**src/rtl/type_length_package_splitter_defines.svh**
```systemverilog
// Assertion macros used by the splitter parser.
`ifndef TYPE_LENGTH_PACKAGE_SPLITTER_DEFINES_SVH
`define TYPE_LENGTH_PACKAGE_SPLITTER_DEFINES_SVH

// Check a property on every clock edge outside reset.
`define TLPS_ASSERT(label, prop, msg) \
   label: assert property (@(posedge clock) disable iff (reset) prop) else $error(msg);

// Check that a condition implies another one in the same cycle.
`define TLPS_ASSERT_IMPL(label, ante, cons, msg) \
   label: assert property (@(posedge clock) disable iff (reset) (ante) |-> (cons)) \
      else $error(msg);

`endif

```
**src/rtl/tlps_pkg.sv**
```systemverilog
// Types and constants of the type-length package splitter.
`default_nettype none

package tlps_pkg;

   localparam int TYPE_BYTES   = 4;
   localparam int LEN_BYTES    = 4;
   localparam int BUFFER_BYTES = 65536;

   localparam int HDR_COUNT_W = 3;
   localparam logic [15:0] AFTER_MAX = 16'(BUFFER_BYTES - 1);

   typedef enum logic [1:0] {
      PHASE_TYPE    = 2'd0,
      PHASE_LEN     = 2'd1,
      PHASE_CONTENT = 2'd2
   } phase_type;

   typedef struct packed {
      logic [7:0]  stream_id;
      logic [7:0]  data_byte;
      logic [15:0] bytes_after;
   } req_item_type;

   typedef struct packed {
      logic [7:0]  out_stream_id;
      logic        is_header;
      logic [31:0] package_type;
      logic [15:0] content_length;
      logic [7:0]  content_byte;
      logic        last;
   } rsp_item_type;

   typedef struct packed {
      logic         emit;
      rsp_item_type item;
   } parse_result_type;

endpackage

`default_nettype wire

```
**src/rtl/tlps_input_stage.sv**
```systemverilog
// Input register of the splitter.
`default_nettype none

module tlps_input_stage (
   input  wire logic                  clock,
   input  wire logic                  reset,
   input  wire logic                  req_valid,
   output logic                       req_stall,
   input  wire tlps_pkg::req_item_type req_item,
   input  wire logic                  advance,
   output logic                       stage_valid,
   output tlps_pkg::req_item_type     stage_item
);
   import tlps_pkg::*;

   logic         valid_ff;
   logic         valid_in;
   req_item_type item_ff;
   logic         load;

   // Take a new item when the register is empty or its item moves on.
   assign load      = !valid_ff || advance;
   assign req_stall = !load;
   assign valid_in  = load ? req_valid : valid_ff;

   always_ff @(posedge clock) begin
      if (reset) begin
         valid_ff <= 1'b0;
      end else begin
         valid_ff <= valid_in;
      end
   end

   always_ff @(posedge clock) begin
      if (load && req_valid) begin
         item_ff <= req_item;
      end
   end

   assign stage_valid = valid_ff;
   assign stage_item  = item_ff;

endmodule

`default_nettype wire

```
**src/rtl/tlps_parser.sv**
```systemverilog
// Header and content tracking of the splitter, one byte per step.
`default_nettype none
`include "type_length_package_splitter_defines.svh"

module tlps_parser (
   input  wire logic                   clock,
   input  wire logic                   reset,
   input  wire logic                   fire,
   input  wire tlps_pkg::req_item_type  item,
   output tlps_pkg::parse_result_type  result
);
   import tlps_pkg::*;

   phase_type              phase_ff, phase_in;
   logic [HDR_COUNT_W-1:0] hbc_ff, hbc_in;
   logic [31:0]            type_ff, type_in;
   logic [31:0]            len_ff, len_in;
   logic [15:0]            content_left_ff, content_left_in;
   logic                   dropping_ff, dropping_in;

   logic [15:0]            after_sat;
   logic [4:0]             shift_amt;
   logic [31:0]            byte_shifted;
   logic [HDR_COUNT_W-1:0] hbc_inc;
   logic                   type_done;
   logic                   len_done;
   logic [31:0]            len_or;
   logic                   len_fits;
   logic                   len_zero;
   logic [15:0]            cl_dec;
   logic                   cl_zero;
   logic                   buf_end;

   assign after_sat    = (item.bytes_after > AFTER_MAX) ? AFTER_MAX : item.bytes_after;
   assign shift_amt    = {hbc_ff[1:0], 3'b000};
   assign byte_shifted = {24'b0, item.data_byte} << shift_amt;
   assign hbc_inc      = hbc_ff + HDR_COUNT_W'(1);
   assign type_done    = hbc_inc >= HDR_COUNT_W'(TYPE_BYTES);
   assign len_done     = hbc_inc >= HDR_COUNT_W'(LEN_BYTES);
   assign len_or       = len_ff | byte_shifted;
   assign len_fits     = len_or <= {16'b0, after_sat};
   assign len_zero     = len_or == 32'b0;
   assign cl_dec       = content_left_ff - 16'd1;
   assign cl_zero      = cl_dec == 16'b0;
   assign buf_end      = after_sat == 16'b0;

   // Next phase.
   always_comb begin
      phase_in = phase_ff;
      if (!dropping_ff) begin
         case (phase_ff)
            PHASE_CONTENT: begin
               if (cl_zero) begin
                  phase_in = PHASE_TYPE;
               end
            end
            PHASE_LEN: begin
               if (len_done && len_fits) begin
                  phase_in = len_zero ? PHASE_TYPE : PHASE_CONTENT;
               end
            end
            default: begin
               phase_in = type_done ? PHASE_LEN : PHASE_TYPE;
            end
         endcase
      end
      if (buf_end) begin
         phase_in = PHASE_TYPE;
      end
   end

   // Accumulators and result.
   always_comb begin
      hbc_in          = hbc_ff;
      type_in         = type_ff;
      len_in          = len_ff;
      content_left_in = content_left_ff;
      dropping_in     = dropping_ff;
      result          = '0;
      result.item.out_stream_id = item.stream_id;
      if (!dropping_ff) begin
         case (phase_ff)
            PHASE_CONTENT: begin
               content_left_in          = cl_dec;
               result.emit              = 1'b1;
               result.item.content_byte = item.data_byte;
               result.item.last         = cl_zero || buf_end;
               if (cl_zero) begin
                  hbc_in  = '0;
                  type_in = '0;
                  len_in  = '0;
               end
            end
            PHASE_LEN: begin
               len_in = len_or;
               hbc_in = hbc_inc;
               if (len_done) begin
                  if (len_fits) begin
                     result.emit                = 1'b1;
                     result.item.is_header      = 1'b1;
                     result.item.package_type   = type_ff;
                     result.item.content_length = len_or[15:0];
                     result.item.last           = len_zero;
                     if (len_zero) begin
                        type_in = '0;
                     end else begin
                        content_left_in = len_or[15:0];
                     end
                  end else begin
                     dropping_in = 1'b1;
                  end
                  hbc_in = '0;
                  len_in = '0;
               end
            end
            default: begin
               type_in = type_ff | byte_shifted;
               hbc_in  = hbc_inc;
               if (type_done) begin
                  hbc_in = '0;
                  len_in = '0;
               end
            end
         endcase
      end
      // Buffer end: start the next buffer afresh.
      if (buf_end) begin
         hbc_in          = '0;
         type_in         = '0;
         len_in          = '0;
         content_left_in = '0;
         dropping_in     = 1'b0;
      end
   end

   always_ff @(posedge clock) begin
      if (reset) begin
         phase_ff        <= PHASE_TYPE;
         hbc_ff          <= '0;
         type_ff         <= '0;
         len_ff          <= '0;
         content_left_ff <= '0;
         dropping_ff     <= 1'b0;
      end else if (fire) begin
         phase_ff        <= phase_in;
         hbc_ff          <= hbc_in;
         type_ff         <= type_in;
         len_ff          <= len_in;
         content_left_ff <= content_left_in;
         dropping_ff     <= dropping_in;
      end
   end

   `TLPS_ASSERT_IMPL(a_drop_silent, dropping_ff, !result.emit, "result while dropping")
   `TLPS_ASSERT_IMPL(a_content_left, phase_ff == PHASE_CONTENT, content_left_ff != 16'b0, "content phase with nothing left")
   `TLPS_ASSERT_IMPL(a_type_count, phase_ff == PHASE_TYPE, hbc_ff < HDR_COUNT_W'(TYPE_BYTES), "type byte count overrun")
   `TLPS_ASSERT_IMPL(a_empty_header, result.emit && result.item.is_header && result.item.last, result.item.content_length == 16'b0, "empty package header with length")

endmodule

`default_nettype wire

```
**src/rtl/tlps_output_stage.sv**
```systemverilog
// Result register of the splitter.
`default_nettype none

module tlps_output_stage (
   input  wire logic                      clock,
   input  wire logic                      reset,
   input  wire logic                      stage_valid,
   input  wire tlps_pkg::parse_result_type result,
   output logic                           advance,
   output logic                           rsp_valid,
   input  wire logic                      rsp_stall,
   output tlps_pkg::rsp_item_type         rsp_item
);
   import tlps_pkg::*;

   logic         valid_ff;
   logic         valid_in;
   rsp_item_type item_ff;
   logic         emit;

   // Move on when the register is empty or its item is taken.
   assign advance  = !valid_ff || !rsp_stall;
   assign emit     = stage_valid && result.emit;
   assign valid_in = advance ? emit : valid_ff;

   always_ff @(posedge clock) begin
      if (reset) begin
         valid_ff <= 1'b0;
      end else begin
         valid_ff <= valid_in;
      end
   end

   always_ff @(posedge clock) begin
      if (advance && emit) begin
         item_ff <= result.item;
      end
   end

   assign rsp_valid = valid_ff;
   assign rsp_item  = item_ff;

endmodule

`default_nettype wire

```
**src/rtl/type_length_package_splitter.sv**
```systemverilog
// Top level of the type-length package splitter.
`default_nettype none

// Splits received buffers into packages of a 4-byte type, a 4-byte length (both
// little-endian) and that many content bytes. Feed one buffer byte per item with
// the count of bytes that follow it; a count of zero ends the buffer and resets
// parsing. A complete header whose content fits in the buffer gives one header
// item, then one item per content byte with the final one marked last; a short
// header gives nothing, and content that does not fit drops the rest of the
// buffer. The block takes one byte per cycle while its result is not stalled;
// each byte passes through the input register, then through the parse logic
// into the result register. A stalled result holds the pipeline, and the input
// side stalls only when both registers are full.
module type_length_package_splitter (
   input  wire logic                   clock,
   input  wire logic                   reset,
   input  wire logic                   req_valid,
   output logic                        req_stall,
   input  wire tlps_pkg::req_item_type req_item,
   output logic                        rsp_valid,
   input  wire logic                   rsp_stall,
   output tlps_pkg::rsp_item_type      rsp_item
);
   import tlps_pkg::*;

   logic             advance;
   logic             stage_valid;
   req_item_type     stage_item;
   parse_result_type result;
   logic             fire;

   assign fire = stage_valid && advance;

   tlps_input_stage u_input (
      .clock       (clock),
      .reset       (reset),
      .req_valid   (req_valid),
      .req_stall   (req_stall),
      .req_item    (req_item),
      .advance     (advance),
      .stage_valid (stage_valid),
      .stage_item  (stage_item)
   );

   tlps_parser u_parser (
      .clock  (clock),
      .reset  (reset),
      .fire   (fire),
      .item   (stage_item),
      .result (result)
   );

   tlps_output_stage u_output (
      .clock       (clock),
      .reset       (reset),
      .stage_valid (stage_valid),
      .result      (result),
      .advance     (advance),
      .rsp_valid   (rsp_valid),
      .rsp_stall   (rsp_stall),
      .rsp_item    (rsp_item)
   );

endmodule

`default_nettype wire
```
**config.mk**
```make
export PLATFORM = sky130hd
export DESIGN_NAME = type_length_package_splitter
export DESIGN_NICKNAME = d
export VERILOG_FILES = /design/src/rtl/tlps_pkg.sv /design/src/rtl/tlps_input_stage.sv /design/src/rtl/tlps_parser.sv /design/src/rtl/tlps_output_stage.sv /design/src/rtl/type_length_package_splitter.sv
export VERILOG_INCLUDE_DIRS = /design/src /design/src/rtl
export SDC_FILE = /design/constraint.sdc
export NUM_CORES = 1
export LEC_CHECK = 0
export BUFFER_PORTS_ARGS = -buffer_cell sky130_fd_sc_hd__buf_2
export CAP_MARGIN = 20
export CORE_MARGIN = 2
export CORE_UTILIZATION = 35
export CTS_BUF_LIST = sky130_fd_sc_hd__clkbuf_16
export CTS_CLUSTER_SIZE = 25
export DETAILED_ROUTE_END_ITERATION = 6
export SLEW_MARGIN = 20
export SYNTH_ARGS = -nofsm -noshare
export SYNTH_HDL_FRONTEND = slang
export SYNTH_SLANG_ARGS = --single-unit
export TNS_END_PERCENT = 1
```
**constraint.sdc**
```tcl
create_clock -name clock -period 10.6 [get_ports clock]
set_clock_uncertainty 0.15 [all_clocks]
set_input_delay 0 -clock clock [delete_from_list [all_inputs] [get_ports clock]]
set_output_delay 0 -clock clock [all_outputs]
set_load 0.05 [all_outputs]
```
=== After elaboration in Yosys (flattened, before gate mapping) ===
Cells that the tools add are included.

* Bits in registers: 186
* Input bits: 36
* Output and inout bits: 68

* Reduce and logical (&&, ||, !) cells: 25
* Equality and inequality tests: 9
* Mux-type cells: 44
* Bitwise logic cells: 6
* Shifts and indexed selects: 1
* $lt $le $gt $ge: 3
* Add/subtract/negate cells: 2

{| class="wikitable"
|+ Operators with widths
! operator !! count
|-
| $mux W32 || 10
|-
| $pmux W32 S2 || 2
|-
| $mux W16 || 6
|-
| $or A32 B32 Y32 || 2
|-
| $mux W49 || 1
|-
| $le A32 B16 Y1 || 1
|-
| $logic_not A16 Y1 || 2
|-
| $logic_not A32 Y1 || 1
|-
| $pmux W16 S2 || 1
|-
| $shl A8 B5 Y32 || 1
|-
| $gt A16 B16 Y1 const B || 1
|-
| $sub A16 B1 Y16 const B || 1
|-
| $mux W3 || 5
|-
| $ne A3 B1 Y1 const B || 5
|-
| $reduce_and A6 Y1 || 2
|-
| $mux W1 || 11
|-
| $mux W2 || 5
|-
| $reduce_and A4 Y1 || 2
|-
| $logic_and A1 B1 Y1 || 5
|-
| $logic_not A1 Y1 || 4
|-
| $not A1 Y1 || 4
|-
| $pmux W1 S2 || 2
|-
| $pmux W2 S2 || 1
|-
| $reduce_bool A4 Y1 || 1
|-
| 12 further kinds || 14
|}

=== Logic depth before layout (Yosys ltp) ===
* Word-level depth: 9
* Depth in mapped cells: 17

=== Hierarchy ===
From an unflattened synthesis, not the netlist that was laid out.

* Cells, all modules: 777
* Area, all modules: 8366.8 um2

{| class="wikitable"
|+ Modules (own cells, without submodules)
! module !! cells an instance !! instances !! seq. area each (um2) !! area each (um2)
|-
| tlps_parser || 669 || 1 || 1721.7 || 5323.9
|-
| tlps_output_stage || 71 || 1 || 2001.9 || 2025.7
|-
| tlps_input_stage || 36 || 1 || 980.9 || 1011.0
|-
| type_length_package_splitter || 1 || 1 || 0.0 || 6.3
|}

=== Least setup slack after synthesis ===
OpenSTA, ideal clock, no wires.

* Kind: register to register
* Start point: register u_parser.hbc_ff[0]
* End point: register u_output.item_ff, in the netlist u_output.rsp_item[0] (enable)
* Clock period less this slack: 4.657 ns
* Data required time: 10.030 ns
* Arrival: 4.087 ns
* Slack: 5.943 ns
* Cell stages (with the launch flop): 15
* Cells stage by stage: dfxtp_1 -> clkbuf_1 -> nor2b_1 -> clkbuf_1 -> clkbuf_1 -> a21oi_1 -> inv_1 -> ha_1 -> a21oi_1 -> a21oi_1 -> nor4b_1 -> a21oi_1 -> nor3_1 -> o21ai_0 -> inv_1

* Cells in the longest elaborated chain, start to end: 9

{| class="wikitable"
|+ Ends and longest elaborated chain
! element !! line !! source
|-
| start, declared || tlps_parser.sv:15 || <nowiki>logic [HDR_COUNT_W-1:0] hbc_ff, hbc_in;</nowiki>
|-
| start signal, assigned || tlps_parser.sv:146 || <nowiki>hbc_ff <= hbc_in;</nowiki>
|-
| $shl A8 B5 Y32 || tlps_parser.sv:36 || <nowiki>assign byte_shifted = {24'b0, item.data_byte} << shift_amt;</nowiki>
|-
| $or A32 B32 Y32 || tlps_parser.sv:40 || <nowiki>assign len_or = len_ff | byte_shifted;</nowiki>
|-
| via u_parser.len_or[11] || tlps_parser.sv:27 || <nowiki>logic [31:0] len_or;</nowiki>
|-
| $le A32 B16 Y1 || tlps_parser.sv:41 || <nowiki>assign len_fits = len_or <= {16'b0, after_sat};</nowiki>
|-
| $mux W1 || tlps_parser.sv:98 || <nowiki>if (len_fits) begin</nowiki>
|-
| $mux W1 || tlps_parser.sv:97 || <nowiki>if (len_done) begin</nowiki>
|-
| $pmux W1 S2 || tlps_parser.sv:82 || <nowiki>case (phase_ff)</nowiki>
|-
| $mux W1 || tlps_parser.sv:81 || <nowiki>if (!dropping_ff) begin</nowiki>
|-
| $logic_and A1 B1 Y1 || tlps_output_stage.sv:23 || <nowiki>assign emit = stage_valid && result.emit;</nowiki>
|-
| $logic_and A1 B1 Y1 || tlps_output_stage.sv:35 || <nowiki>if (advance && emit) begin</nowiki>
|-
| end signal, assigned || tlps_output_stage.sv:36 || <nowiki>item_ff <= result.item;</nowiki>
|-
| end, declared || tlps_output_stage.sv:18 || <nowiki>rsp_item_type item_ff;</nowiki>
|}

The timed path passes the listed nets, and every way through them passes these cells.
A chain may end at the register's enable or synchronous reset.

=== Worst setup path in the final report ===
* Start point: register u_parser.hbc_ff[0]
* End point: register u_output.item_ff, in the netlist u_output.rsp_item[31] (enable)

Same word-level chain as after synthesis.

==> key figures <==
Routing
  – Detailed Route WL: 20000 microns
  – Detailed Route Iter0 Violations: 521
  – Drt first pass iters: 5
  – Remaining antenna violation count: 0
  – Via count: 6016
  – Wire per inst: between 15 and 20 microns
  – # DRC: 0
  – Via density per instance: about 5.2

Final layout
  – Non-Filler Instances: 1148
  – Final instance area: 9660 sq um
  – Fillers: 2168
  – Share of layout cells above drive strength 1: roughly a fifth
  – Fin util: 42.8%
  – Synth-to-Final Area Change: 20.3%
  – Antenna Cells: 0
  – Layout Nets: 907

Timing
  – Period Utilization, post-route: around 45%
  – Fmax: approximately 210 MHz
  – Final Hold Vio Count: 0
  – Period minus WS final: 4.76 ns
  – Unrepaired setup endpoints after global routing: false
  – Worst Max-Slew Pin Slew: 0.956 ns
  – Setup violations, final: 0
  – TNS Setup: 0 ns
  – Max Transition Viols Final: 0
  – Rel. slew slack: 36.0%

Placed design
  – Placed cell area: between 8000 and 9000 sq um
  – Placer Congestion: a little under 0.9
  – Post-DP HPWL: 12900 microns
  – DP Cell Count: 1079
  – IO buf count: 103

Synth
  – Synthesis Warnings: 0
  – Most numerous cell in the Yosys netlist: edfxtp_1
  – Mapped Cells: 736
  – Synth top area share: between 30 and 40%
  – Synth Flop Type: edfxtp_1
  – Synth cell count leaders: edfxtp_1, dfxtp_1, nor2_1
  – Synthesized area per cell: 10.9 sq um
  – Yosys reg bits: 186
  – Yosys top cell by area: edfxtp_1
  – Yosys cell types: 57
  – EDFF count, synth: 98
  – Synth top area cells: edfxtp_1, dfxtp_1, nor2_1
  – Mapped Area: between 8000 and 9000 sq um
  – Synthesized Nets: 793
  – Async S/R FF share, synth: 0%
  – Seq/Total Area, Yosys: 58.6%

Worst setup path
  – Worst path slowest cell: nor2b_2
  – CP top delay family: simple AND/OR/NAND/NOR gates
  – CP max stage delay: 0.66 ns
  – WP data required: between 10 and 15 ns
  – Critical Path Stages: 13
  – Critical setup path kind: flop to flop
  – Buf+Inv Stages, Crit Path: 3
  – WP data arrival: about 4.7 ns
  – Critical Path End Type: flop
  – Critical Path Fanout Max: 58
  – Path depth of the worst reg2reg path: 13
  – Reg2reg setup slack: 5.84 ns
  – CP Cell Sequence: nor2b_2 > a21oi_1 > inv_1 > ha_1 > a21o_1 > nand3_1 > a21oi_1 > nor4b_1 > a21oi_1 > nor3_1 > o21ai_0 > inv_2 > buf_4
  – Most used cell, CP: a21oi_1
  – R2R Path End: u_output.rsp_item[31]$_SDFFCE_PP0P_
  – Crit path from: u_parser.hbc_ff[0]$_SDFFE_PP0P_
  – Startpoint types: flop
  – FF-to-FF Start: u_parser.hbc_ff[0]$_SDFFE_PP0P_

Global route
  – Initial antenna violation count: 0
  – Vias in the first global route: around 6000
  – Pin count of the biggest net entering global routing: 59
  – Total GRT Usage: 17.1%
  – Global-route wire length before repair: between 30000 and 40000 microns
  – GRT overflow: 0

Floorplan
  – IO Count: 104
  – Initial Util: 35.6%
  – Site row count: 55
  – Die area: 24200 sq um
  – Chip width: ~160 microns
  – Placeable Area: 22600 sq um
  – Die Ht: roughly 160 microns

Power
  – NetSw: 342 uW
  – Max VDD drop: between 90 and 100 uV
  – Leakage power: 0.00355 uW
  – Gate power share: under 10%
  – Sequential Power Share: ~54%
  – Cell Int Power: 1100 uW
  – Power Density: between 100 and 150 nW/um^2
  – Clock power share: 40.9%
  – Sw Ratio: 23.7%

Clock network
  – Root Buffer Master: clkbuf_16
  – Clock transition at path regs: about 0.070 ns
  – Clock Sinks: between 150 and 200
  – Clock Latency Late Sink: 0.43 ns
  – Setup bufs post-CTS: 0
  – Clk buf depth: 2
  – CTS buffer count: 17
  – Post-CTS sizing: 0
  – Htree depth: 4
  – CTS Hold Bufs: 37
  – CTS tree: built

Run status
  – Outcome: complete, no violations

Min path
  – HP Start: req_item[6]
  – Hold Path Class: input pin to flop
  – Hold-critical path depth: 2
  – Hold Path Sink: u_input.stage_item[6]$_DFFE_PP_

Job
  – Max cap viols: 0
[logic make-up (layout without fill, tap and decap cells)]
| family | count (synthesis) | count (layout) | share of synthesized area [%] |
|---|---|---|---|
| AND/OR/NAND/NOR | 263 | 263 | 17.4 |
| flip-flops | 186 | 186 | 58.6 |
| AO/OA/AOI/OAI | 163 | 163 | 14.9 |
| buffers and inverters | 92 | 219 | 4.70 |
| adder cells (fa/ha/maj) | 21 | 21 | 3.27 |
| XOR/XNOR | 10 | 10 | 1.09 |
| multiplexers | 1 | 1 | 0.125 |
[power groups by stage]
stage | Combinational (uW) | Clock (uW) | Sequential, uW
CTS | 75.8 | 604 | 776
global placement | 64.7 | 0 | 792
detailed placement | 65.2 | 0 | 793
global route | 85.1 | 634 | 778
floorplan | 47.4 | 0 | 783
finish | 76.7 | 590 | 777
[how the worst max path moves through the flow]
stage / end / slack (ns)
finish: u_output.rsp_item[31]$_SDFFCE_PP0P_ / 5.84
global route: u_output.rsp_item[34]$_SDFFCE_PP0P_ / 5.47
floorplan: u_output.rsp_item[0]$_SDFFCE_PP0P_ / 5.94
CTS: u_output.rsp_item[5]$_SDFFCE_PP0P_ / 5.42
global placement: u_output.rsp_item[0]$_SDFFCE_PP0P_ / 5.52
detailed placement: u_output.rsp_item[0]$_SDFFCE_PP0P_ / 5.43
[cell usage in the layout, fill, tap and decap left out, types with 17 or more instances in the layout]
master / n
a21oi_1: 39
a31oi_1: 19
a41oi_1: 32
and2_1: 42
buf_2: 103
clkbuf_16: 17
dfxtp_1: 88
dlygate4sd3_1: 37
edfxtp_1: 98
ha_1: 21
inv_1: 40
nand2_1: 24
nand3b_1: 23
nor2_1: 87
nor3_1: 19
o21ai_0: 22
[per-stage QoR]
step                      hold slack, ns  worst slack [ns]  total power (uW)
final                              0.120              5.84              1440
after global routing               0.115              5.47              1500
after CTS                          0.107              5.42              1460
after detailed placement          0.0281              5.43               858
after global placement            0.0276              5.52               857
after floorplan                  -0.0511              5.94               831
[metal layers]
layer  part of all wire [%]  track usage (%)  up-vias  routed length, microns
met4                    1.7             5.24        0                     347
met3                    4.9             4.12       26                     970
li1                       -                -     2917                       -
met5                      0                0        -                       0
met2                     47             27.4      191                    9390
met1                     46             22.9     2882                    9250
[registers in the layout, summed over array words and instances, names as in the netlist]
register / flops
u_output.rsp_item: 66
u_input.stage_item: 32
u_parser.len_ff: 32
u_parser.type_ff: 32
u_parser.content_left_ff: 16
u_parser.hbc_ff: 3
u_parser.phase_ff: 2
u_input.stage_valid: 1
u_output.rsp_valid: 1
u_parser.dropping_ff: 1
[cell type report]
class	instances	area [sq um]	share of cell area [%]
timing repair buffer	147	938	9.71
inverter	40	150	1.55
tap	285	357	3.69
multi-input combinational	458	2970	30.7
clock buffer	17	425	4.40
sequential	186	4700	48.7
clock inverter	15	121	1.26
Power figures use the tool's default switching activity.
